`config.mk`:
```
export PLATFORM = sky130hd
export DESIGN_NAME = delayed_priority_dispatch_table
export DESIGN_NICKNAME = d
export VERILOG_FILES = /design/src/rtl/dpdt_pkg.sv /design/src/rtl/delayed_priority_dispatch_table.sv /design/src/rtl/dpdt_cell.sv
export SDC_FILE = /design/constraint.sdc
export NUM_CORES = 2
export LEC_CHECK = 0
export BUFFER_PORTS_ARGS = -buffer_cell sky130_fd_sc_hd__buf_2
export CELL_PAD_IN_SITES_DETAIL_PLACEMENT = 1
export CELL_PAD_IN_SITES_GLOBAL_PLACEMENT = 2
export CORE_AREA = 2 2 396 398
export CTS_BUF_LIST = sky130_fd_sc_hd__clkbuf_4
export DETAILED_ROUTE_END_ITERATION = 16
export DIE_AREA = 0 0 398 400
export HOLD_SLACK_MARGIN = 0.1
export PLACE_DENSITY_LB_ADDON = 0.1
export SLEW_MARGIN = 20
export SYNTH_ARGS = -nofsm -noshare
export SYNTH_HDL_FRONTEND = slang
export SYNTH_SLANG_ARGS = --single-unit
```
`constraint.sdc`:
```
create_clock -name clk_i -period 17.48 [get_ports clk_i]
set_clock_uncertainty 0.05 [all_clocks]
set_input_delay 5.244 -clock clk_i [delete_from_list [all_inputs] [get_ports clk_i]]
set_output_delay 5.244 -clock clk_i [all_outputs]
set_load 0.03 [all_outputs]
```
`src/rtl/dpdt_pkg.sv`:
```
// Shared types and constants for the delayed priority dispatch table.
package dpdt_pkg;

  localparam logic [1:0] KIND_ADD      = 2'd0;
  localparam logic [1:0] KIND_DISPATCH = 2'd1;
  localparam logic [1:0] KIND_EMPTY    = 2'd2;

  localparam logic [2:0] PRIO_LOW  = 3'd1;
  localparam logic [2:0] PRIO_HIGH = 3'd4;

  localparam logic OP_ADD    = 1'b0;
  localparam logic OP_UPDATE = 1'b1;

  typedef enum logic [1:0] {
    ST_IDLE,
    ST_SNAP,
    ST_SCAN,
    ST_EMIT
  } state_e;

  // Control broadcast to every cell.
  typedef struct packed {
    logic add_en;
    logic snap;
    logic clr;
  } cell_ctrl_t;

  // Best candidate handed from cell to cell during a scan.
  typedef struct packed {
    logic        found;
    logic        more;
    logic [2:0]  prio;
    logic [31:0] seq;
    logic [15:0] handle;
  } wave_t;

endpackage

```
`src/rtl/delayed_priority_dispatch_table.sv`:
```
// Top level: control sequencer and the row of slot cells.
// An add's status appears on the result ports in the next cycle, with busy
// staying low. An update first samples readiness in all slots, then runs one
// scan per dispatched task: a candidate ripples through the row of TABLE_SLOTS
// cells, one cell per cycle, and the winner is then freed and reported. An
// update dispatches at most DISPATCH_LIMIT tasks and holds busy until it is
// done. Each result is shown for a single cycle under result_strobe_o and must
// be taken then.
module delayed_priority_dispatch_table import dpdt_pkg::*; #(
  parameter int TABLE_SLOTS    = 8,
  parameter int DISPATCH_LIMIT = 4
) (
  input  logic        clk_i,
  input  logic        rst_ni,
  input  logic        start,
  output logic        busy,
  input  logic        operation_i,
  input  logic [15:0] task_handle_i,
  input  logic [28:0] delay_ms_i,
  input  logic [2:0]  task_priority_i,
  input  logic [31:0] current_tick_i,
  output logic        result_strobe_o,
  output logic [1:0]  result_kind_o,
  output logic        accepted_o,
  output logic [15:0] dispatched_handle_o,
  output logic        last_o
);

  localparam int IW = (TABLE_SLOTS > 1) ? $clog2(TABLE_SLOTS) : 1;
  localparam int KW = $clog2(DISPATCH_LIMIT + 1);

  state_e state_q, state_d;
  logic [31:0] seq_q, seq_d, now_q, tick_w;
  logic [IW-1:0] scan_q, scan_d;
  logic [KW-1:0] count_q, count_d;
  logic        strobe_d, strobe_q, acc_d, acc_q, last_d, last_q;
  logic [1:0]  kind_d, kind_q;
  logic [15:0] hnd_d, hnd_q;
  logic        accept, add_valid, add_ok;
  logic [31:0] delay_ticks;
  cell_ctrl_t  ctrl;

  logic  free_c [TABLE_SLOTS];
  wave_t wave_c [TABLE_SLOTS];
  logic [IW-1:0] idx_c [TABLE_SLOTS];

  assign accept    = start && !busy;
  assign add_valid = accept && operation_i == OP_ADD && task_handle_i != 16'd0 &&
                     task_priority_i >= PRIO_LOW && task_priority_i <= PRIO_HIGH;
  assign add_ok    = add_valid && free_c[TABLE_SLOTS-1];
  // delay times ten, kept modulo 2^32.
  assign delay_ticks = {delay_ms_i, 3'b000} + {2'b00, delay_ms_i, 1'b0};
  assign tick_w      = (state_q == ST_SNAP) ? now_q : current_tick_i;

  for (genvar k = 0; k < TABLE_SLOTS; k++) begin : g_cell
    logic          f_in;
    wave_t         w_in;
    logic [IW-1:0] i_in;
    if (k == 0) begin : g_head
      assign f_in = 1'b0;
      assign w_in = '0;
      assign i_in = '0;
    end else begin : g_link
      assign f_in = free_c[k-1];
      assign w_in = wave_c[k-1];
      assign i_in = idx_c[k-1];
    end
    dpdt_cell #(.IW(IW), .IDX(k)) u_cell (
      .clk_i         (clk_i),
      .rst_ni        (rst_ni),
      .ctrl_i        (ctrl),
      .clr_idx_i     (idx_c[TABLE_SLOTS-1]),
      .handle_i      (task_handle_i),
      .delay_ticks_i (delay_ticks),
      .prio_i        (task_priority_i),
      .tick_i        (tick_w),
      .seq_i         (seq_q),
      .free_i        (f_in),
      .free_o        (free_c[k]),
      .wave_i        (w_in),
      .idx_i         (i_in),
      .wave_o        (wave_c[k]),
      .idx_o         (idx_c[k])
    );
  end

  always_comb begin
    state_d  = state_q;
    seq_d    = seq_q;
    scan_d   = scan_q;
    count_d  = count_q;
    strobe_d = 1'b0;
    kind_d   = kind_q;
    acc_d    = 1'b0;
    hnd_d    = 16'd0;
    last_d   = 1'b0;
    ctrl     = '0;
    unique case (state_q)
      ST_IDLE: begin
        if (accept) begin
          if (operation_i == OP_ADD) begin
            ctrl.add_en = add_valid;
            strobe_d    = 1'b1;
            kind_d      = KIND_ADD;
            acc_d       = add_ok;
            last_d      = 1'b1;
            if (add_ok) begin
              seq_d = seq_q + 32'd1;
            end
          end else begin
            count_d = '0;
            state_d = ST_SNAP;
          end
        end
      end
      ST_SNAP: begin
        ctrl.snap = 1'b1;
        scan_d    = '0;
        state_d   = ST_SCAN;
      end
      ST_SCAN: begin
        scan_d = scan_q + IW'(1);
        if (scan_q == IW'(TABLE_SLOTS - 1)) begin
          state_d = ST_EMIT;
        end
      end
      ST_EMIT: begin
        strobe_d = 1'b1;
        scan_d   = '0;
        if (wave_c[TABLE_SLOTS-1].found) begin
          ctrl.clr = 1'b1;
          kind_d   = KIND_DISPATCH;
          hnd_d    = wave_c[TABLE_SLOTS-1].handle;
          count_d  = count_q + KW'(1);
          last_d   = !wave_c[TABLE_SLOTS-1].more ||
                     (count_q + KW'(1) == KW'(DISPATCH_LIMIT));
          state_d  = last_d ? ST_IDLE : ST_SCAN;
        end else begin
          kind_d  = KIND_EMPTY;
          last_d  = 1'b1;
          state_d = ST_IDLE;
        end
      end
      default: state_d = ST_IDLE;
    endcase
  end

  always_ff @(posedge clk_i or negedge rst_ni) begin
    if (!rst_ni) begin
      state_q  <= ST_IDLE;
      seq_q    <= 32'd0;
      scan_q   <= '0;
      count_q  <= '0;
      strobe_q <= 1'b0;
    end else begin
      state_q  <= state_d;
      seq_q    <= seq_d;
      scan_q   <= scan_d;
      count_q  <= count_d;
      strobe_q <= strobe_d;
    end
  end

  always_ff @(posedge clk_i) begin
    if (accept) begin
      now_q <= current_tick_i;
    end
    kind_q <= kind_d;
    acc_q  <= acc_d;
    hnd_q  <= hnd_d;
    last_q <= last_d;
  end

  assign busy                = state_q != ST_IDLE;
  assign result_strobe_o     = strobe_q;
  assign result_kind_o       = kind_q;
  assign accepted_o          = acc_q;
  assign dispatched_handle_o = hnd_q;
  assign last_o              = last_q;

  a_dispatch_nonzero: assert property (@(posedge clk_i) disable iff (!rst_ni)
    result_strobe_o && result_kind_o == KIND_DISPATCH |-> dispatched_handle_o != 16'd0)
    else $error("dispatched a task with a zero handle");

  a_count_bound: assert property (@(posedge clk_i) disable iff (!rst_ni)
    state_q == ST_EMIT |-> count_q < KW'(DISPATCH_LIMIT))
    else $error("dispatch count passed the limit");

  a_add_status: assert property (@(posedge clk_i) disable iff (!rst_ni)
    start && !busy && operation_i == OP_ADD |=> result_strobe_o && last_o &&
    result_kind_o == KIND_ADD)
    else $error("add transfer gave no status in the next cycle");

endmodule

```
`src/rtl/dpdt_cell.sv`:
```
// One table slot: stored task, free-slot chain and one stage of the dispatch scan.
module dpdt_cell import dpdt_pkg::*; #(
  parameter int IW  = 3,
  parameter int IDX = 0
) (
  input  logic          clk_i,
  input  logic          rst_ni,
  input  cell_ctrl_t    ctrl_i,
  input  logic [IW-1:0] clr_idx_i,
  input  logic [15:0]   handle_i,
  input  logic [31:0]   delay_ticks_i,
  input  logic [2:0]    prio_i,
  input  logic [31:0]   tick_i,
  input  logic [31:0]   seq_i,
  input  logic          free_i,
  output logic          free_o,
  input  wave_t         wave_i,
  input  logic [IW-1:0] idx_i,
  output wave_t         wave_o,
  output logic [IW-1:0] idx_o
);

  logic        used_q, elig_q;
  logic [15:0] handle_q;
  logic [31:0] start_q, delay_q, seq_q;
  logic [2:0]  prio_q;
  logic        take, better;
  wave_t       wave_d, wave_q;
  logic [IW-1:0] idx_d, idx_q;

  assign free_o = free_i | ~used_q;
  assign take   = ctrl_i.add_en & ~free_i & ~used_q;

  // Strictly better only, so the lowest slot wins a tie.
  assign better = elig_q & (~wave_i.found | (prio_q > wave_i.prio) |
                  ((prio_q == wave_i.prio) & (seq_q < wave_i.seq)));

  always_comb begin
    wave_d       = wave_i;
    idx_d        = idx_i;
    wave_d.found = wave_i.found | elig_q;
    wave_d.more  = wave_i.more | (wave_i.found & elig_q);
    if (better) begin
      wave_d.prio   = prio_q;
      wave_d.seq    = seq_q;
      wave_d.handle = handle_q;
      idx_d         = IW'(IDX);
    end
  end

  always_ff @(posedge clk_i or negedge rst_ni) begin
    if (!rst_ni) begin
      used_q <= 1'b0;
      elig_q <= 1'b0;
    end else begin
      if (take) begin
        used_q <= 1'b1;
      end else if (ctrl_i.clr && clr_idx_i == IW'(IDX)) begin
        used_q <= 1'b0;
      end
      if (ctrl_i.snap) begin
        elig_q <= used_q & (seq_q < seq_i) & ((tick_i - start_q) >= delay_q);
      end else if (ctrl_i.clr && clr_idx_i == IW'(IDX)) begin
        elig_q <= 1'b0;
      end
    end
  end

  always_ff @(posedge clk_i) begin
    if (take) begin
      handle_q <= handle_i;
      start_q  <= tick_i;
      delay_q  <= delay_ticks_i;
      seq_q    <= seq_i;
      prio_q   <= prio_i;
    end
    wave_q <= wave_d;
    idx_q  <= idx_d;
  end

  assign wave_o = wave_q;
  assign idx_o  = idx_q;

endmodule

```
==> tab_implementation.tex <==
\begin{tabular}{lr}
\hline
Metric & Value \\
\hline
\multicolumn{2}{l}{\textbf{Run status}} \\
\quad Status & finished clean \\
\multicolumn{2}{l}{\textbf{Route}} \\
\quad Iteration count of the initial detailed-routing pass & 5 \\
\quad Wire length per cell & 23.2 um \\
\quad Ratio of routed vias to standard cells & 5.55 \\
\quad Number of nets with antenna violations after routing & 0 \\
\quad Via Count & 51,600 \\
\quad DRC Markers & 0 \\
\quad Iteration-0 DRC count of the detailed router & 2,523 \\
\quad Total wire length & 216 mm \\
\multicolumn{2}{l}{\textbf{Placed design}} \\
\quad Routability congestion estimate & 0.874 \\
\quad DP Wirelength & 158 mm \\
\quad Buffers added on ports & 105 \\
\quad Total placed instance area & 79,000 um\^{}2 \\
\quad Worst setup slack before clock tree synthesis & 5.97 ns \\
\quad Count of placed standard cells including taps & 8,577 \\
\multicolumn{2}{l}{\textbf{Setup path}} \\
\quad CP startpoint kind & input pin \\
\quad CP Launch Point & current\_tick\_i[1] \\
\quad Depth of the worst register-to-register path & 23 \\
\quad Worst setup slack for register-to-register paths & 9.92 ns \\
\quad FF-to-FF Start & state\_q[1]\$\_DFFE\_PN0P\_ \\
\quad Reg2reg end & g\_cell[4].u\_cell.elig\_q\$\_DFFE\_PN0P\_ \\
\quad Setup crit end & g\_cell[3].u\_cell.elig\_q\$\_DFFE\_PN0P\_ \\
\quad Endpoint type of the worst setup path & flip-flop \\
\quad Critical path type & in -> reg \\
\quad Maximum net fanout on the critical path & 17 \\
\quad Critical Path AT & 11.36 ns \\
\quad Worst path required time & 18.66 ns \\
\multicolumn{2}{l}{\textbf{Timing}} \\
\quad Finish-stage setup viols & 0 \\
\quad Minimum period implied by the final worst setup slack & 10.18 ns \\
\quad Maximum clock frequency & 98.2 MHz \\
\quad Share of the clock period used by the worst path after layout & 0.583 \\
\quad Final TNS setup & 0 ns \\
\quad Relative slew slack & 0.209 \\
\quad RSZ-0062 raised after global routing & no \\
\quad Pins Over Slew Limit & 0 \\
\quad Post-route setup slack & 7.30 ns \\
\quad Number of endpoints with negative hold slack in the final report & 0 \\
\quad Transition time of the tightest slew-check pin & 1.17 ns \\
\multicolumn{2}{l}{\textbf{Floorplan}} \\
\quad Total number of placement rows & 145 \\
\quad Io pins & 106 \\
\quad Placeable core region & 155,000 um\^{}2 \\
\quad Chip width & 398 um \\
\quad Die Ht & 400 um \\
\quad Initial cell density of the core & 0.486 \\
\quad Total die area & 159,000 um\^{}2 \\
\multicolumn{2}{l}{\textbf{Yosys}} \\
\quad Nets in the synthesized netlist & 7,525 \\
\quad Synth unique cells & 81 \\
\quad Share of Yosys cell area claimed by the top area cell type & 0.377 \\
\quad Synthesized flop and latch total & 1,426 \\
\quad Synth Flop Type & sky130\_fd\_sc\_hd\_\_edfxtp\_1 \\
\quad Summed instance area of the synthesized netlist & 75,400 um\^{}2 \\
\quad Average size of a mapped cell & 11.8 um\^{}2 \\
\quad Synthesis Warnings & 0 \\
\quad Sequential cell area fraction in the yosys report & 0.508 \\
\quad Gate count after technology mapping & 6,413 \\
\quad Post-synth EDFFs & 946 \\
\quad Proportion of register bits with asynchronous set or reset after synthesis & 0.0400 \\
\quad Post-synthesis cell type with the largest combined area & sky130\_fd\_sc\_hd\_\_edfxtp\_1 \\
\quad Leading post-synthesis cells by cell area & sky130\_fd\_sc\_hd\_\_edfxtp\_1 38\%, sky130\_fd\_sc\_hd\_\_ha\_1 17\%, sky130\_fd\_sc\_hd\_\_dfxtp\_1 11\% \\
\multicolumn{2}{l}{\textbf{Final layout}} \\
\quad Register cell area after layout & 38,300 um\^{}2 \\
\quad Number of inserted filler cells in the final layout & 16,400 \\
\quad Layout overhead on the synthesized area & 11.5\% \\
\quad Ratio of cells with drive above 1 in the final layout & 0.168 \\
\quad Highest-count cells in the layout ignoring fill and taps & 1,018 x sky130\_fd\_sc\_hd\_\_ha\_1, 946 x sky130\_fd\_sc\_hd\_\_edfxtp\_1, 836 x sky130\_fd\_sc\_hd\_\_inv\_1 \\
\quad Non-Filler Cell Area, Final & 84,100 um\^{}2 \\
\quad Area taken by multi-input logic gates & 34,000 um\^{}2 \\
\quad Net total in the final layout & 8,036 \\
\quad Commonest non-fill, non-tap cell in the layout & sky130\_fd\_sc\_hd\_\_ha\_1 \\
\quad Cell Count, Final, Fillers Out & 9,303 \\
\multicolumn{2}{l}{\textbf{Global routing}} \\
\quad Largest net degree at the start of global routing & 64 \\
\quad Via count of the first global-routing pass & 56,200 \\
\quad Total routing resource utilization after global routing & 0.273 \\
\quad Wire length of the first global-routing pass & 327 mm \\
\quad Remaining Overflow, GRT & 0 \\
\quad Initial antenna violation count & 16 \\
\multicolumn{2}{l}{\textbf{Clock tree}} \\
\quad Post-cts repair resize count & 0 \\
\quad H-Tree Level Count & 5 \\
\quad Library cell used as clock root buffer & sky130\_fd\_sc\_hd\_\_clkbuf\_4 \\
\quad Clock transition at the registers of the reported paths & 0.07 ns \\
\quad Clock network latency to the later pin of the worst-skew pair & 1.39 ns \\
\quad Number of sinks driven by the clock tree & 1,426 \\
\quad Inserted Clock Buffers & 402 \\
\quad Cts-stage hold buffer count & 0 \\
\quad TritonCTS clock tree & built \\
\quad Deepest clock path buffer count & 4 \\
\quad Post CTS Setup Buffer Count & 0 \\
\multicolumn{2}{l}{\textbf{Power}} \\
\quad PwrDens & 139 nW/um\^{}2 \\
\quad Worst vdd rail ir drop & 0.123 mV \\
\quad Final Total Pwr & 0.0117 W \\
\quad Leakage Power & 36.2 nW \\
\multicolumn{2}{l}{\textbf{Run}} \\
\quad Max-capacitance violation count & 0 \\
\multicolumn{2}{l}{\textbf{Min path}} \\
\quad Class of the tightest hold or removal check & reg -> reg \\
\quad Number of cells on the worst hold path & 1 \\
\hline
\end{tabular}
how the worst min path moves through the flow:
stage	end	from	slack (ns)
2_1_floorplan	g_cell[2].u_cell.wave_o[51]$_DFF_P_	g_cell[1].u_cell.wave_o[51]$_DFF_P_	0.33
3_3_place_gp	g_cell[5].u_cell.idx_o[2]$_SDFF_PP1_	g_cell[4].u_cell.idx_o[2]$_SDFF_PP1_	0.34
3_5_place_dp	g_cell[5].u_cell.idx_o[2]$_SDFF_PP1_	g_cell[4].u_cell.idx_o[2]$_SDFF_PP1_	0.35
4_1_cts	g_cell[0].u_cell.wave_o[6]$_SDFF_PN0_	g_cell[0].u_cell.handle_q[6]$_DFFE_PP_	0.33
5_1_grt	g_cell[0].u_cell.wave_o[5]$_SDFF_PN0_	g_cell[0].u_cell.handle_q[5]$_DFFE_PP_	0.35
6_report	g_cell[0].u_cell.wave_o[6]$_SDFF_PN0_	g_cell[0].u_cell.handle_q[6]$_DFFE_PP_	0.32
power by group:
group          total [W]  internal, W  switching (W)
Combinational    0.00433      0.00178        0.00255
Sequential       0.00431      0.00411       0.000194
Clock            0.00302      0.00157        0.00144
area by class of cell:
type,instances,share of cell area
well taps,2058,0.0306
inverters,836,0.0373
clock buffers,598,0.0534
flip-flops and latches,1426,0.455
repair buffers,169,0.0122
diodes,10,0.000298
multi-input cells,4089,0.405
clock inverters,117,0.00580
critical path, stage by stage:
cell and delay (ns):
sky130_fd_sc_hd__buf_2 0.10, sky130_fd_sc_hd__mux2_2 0.41, sky130_fd_sc_hd__inv_1 0.50, sky130_fd_sc_hd__fa_1 0.33, sky130_fd_sc_hd__nor2b_1 0.09, sky130_fd_sc_hd__o31ai_2 0.31
sky130_fd_sc_hd__a32oi_1 0.26, sky130_fd_sc_hd__a311o_1 0.48, sky130_fd_sc_hd__a21oi_1 0.52, sky130_fd_sc_hd__o221ai_1 0.31, sky130_fd_sc_hd__a221o_1 0.40, sky130_fd_sc_hd__a211oi_1 0.26
sky130_fd_sc_hd__o21bai_1 0.13, sky130_fd_sc_hd__xor2_1 0.16, sky130_fd_sc_hd__ha_1 0.30, sky130_fd_sc_hd__nand4_1 0.09, sky130_fd_sc_hd__nor2_1 0.09, sky130_fd_sc_hd__nand2_1 0.07
sky130_fd_sc_hd__nor3_1 0.25, sky130_fd_sc_hd__o21ai_0 0.14, sky130_fd_sc_hd__o2111ai_1 0.10, sky130_fd_sc_hd__a31oi_1 0.18, sky130_fd_sc_hd__nor3_1 0.31, sky130_fd_sc_hd__nand2_1 0.08
sky130_fd_sc_hd__o21ai_0 0.21
sequential cells by signal, summed over array words and instances, names as in the netlist:
name	cells
count_q	3
result_kind_o	2
g_cell.u_cell.start_q	256
state_q	2
g_cell.u_cell.wave_o	388
g_cell.u_cell.elig_q	8
seq_q	32
g_cell.u_cell.prio_q	24
scan_q	3
g_cell.u_cell.idx_o	17
accepted_o	1
result_strobe_o	1
dispatched_handle_o	16
g_cell.u_cell.delay_q	248
g_cell.u_cell.handle_q	128
now_q	32
g_cell.u_cell.seq_q	256
last_o	1
g_cell.u_cell.used_q	8
cell usage after synthesis (16+ instances only):
cell type,count
sky130_fd_sc_hd__ha_1,1019
sky130_fd_sc_hd__edfxtp_1,946
sky130_fd_sc_hd__inv_1,836
sky130_fd_sc_hd__dfxtp_1,423
sky130_fd_sc_hd__a21oi_1,398
sky130_fd_sc_hd__mux2_2,352
sky130_fd_sc_hd__a21o_1,309
sky130_fd_sc_hd__o21ai_0,230
sky130_fd_sc_hd__xnor2_1,205
sky130_fd_sc_hd__nor2_1,202
sky130_fd_sc_hd__nand2_1,197
sky130_fd_sc_hd__nand4_1,131
sky130_fd_sc_hd__nor2b_1,110
sky130_fd_sc_hd__xor2_1,86
sky130_fd_sc_hd__nand3_1,83
sky130_fd_sc_hd__nand2b_1,78
sky130_fd_sc_hd__and2_1,70
sky130_fd_sc_hd__o21a_1,63
sky130_fd_sc_hd__clkbuf_1,58
sky130_fd_sc_hd__dfrtp_1,57
sky130_fd_sc_hd__nor3_1,54
sky130_fd_sc_hd__and3_1,49
sky130_fd_sc_hd__a211oi_1,47
sky130_fd_sc_hd__o21bai_1,37
sky130_fd_sc_hd__a31oi_1,36
sky130_fd_sc_hd__or2_2,26
sky130_fd_sc_hd__nor4_1,25
sky130_fd_sc_hd__o211ai_1,24
sky130_fd_sc_hd__a21boi_0,21
sky130_fd_sc_hd__o2111ai_1,21
sky130_fd_sc_hd__or3_1,18
sky130_fd_sc_hd__and4_1,16
per-layer routing:
metal  GRT usage  part of all wire
met2       0.490              0.51
met1       0.324              0.42
met4       0.108             0.036
met5           0           0.00022
met3      0.0451             0.040
per-stage QoR:
stage / hold WS (ns) / util
2_1_floorplan: 0.332 / -
3_3_place_gp: 0.340 / 0.510
3_5_place_dp: 0.349 / 0.510
4_1_cts: 0.326 / 0.542
5_1_grt: 0.352 / 0.542
6_report: 0.325 / 0.542
kinds of logic after synthesis:
group / synth area share
simple gates: 0.0759
compound gates: 0.113
buf+inv: 0.0447
xor+xnor: 0.0338
flops: 0.508
mux: 0.0532
fa+ha+maj: 0.171
No activity file was read; power rests on OpenSTA's default activity.
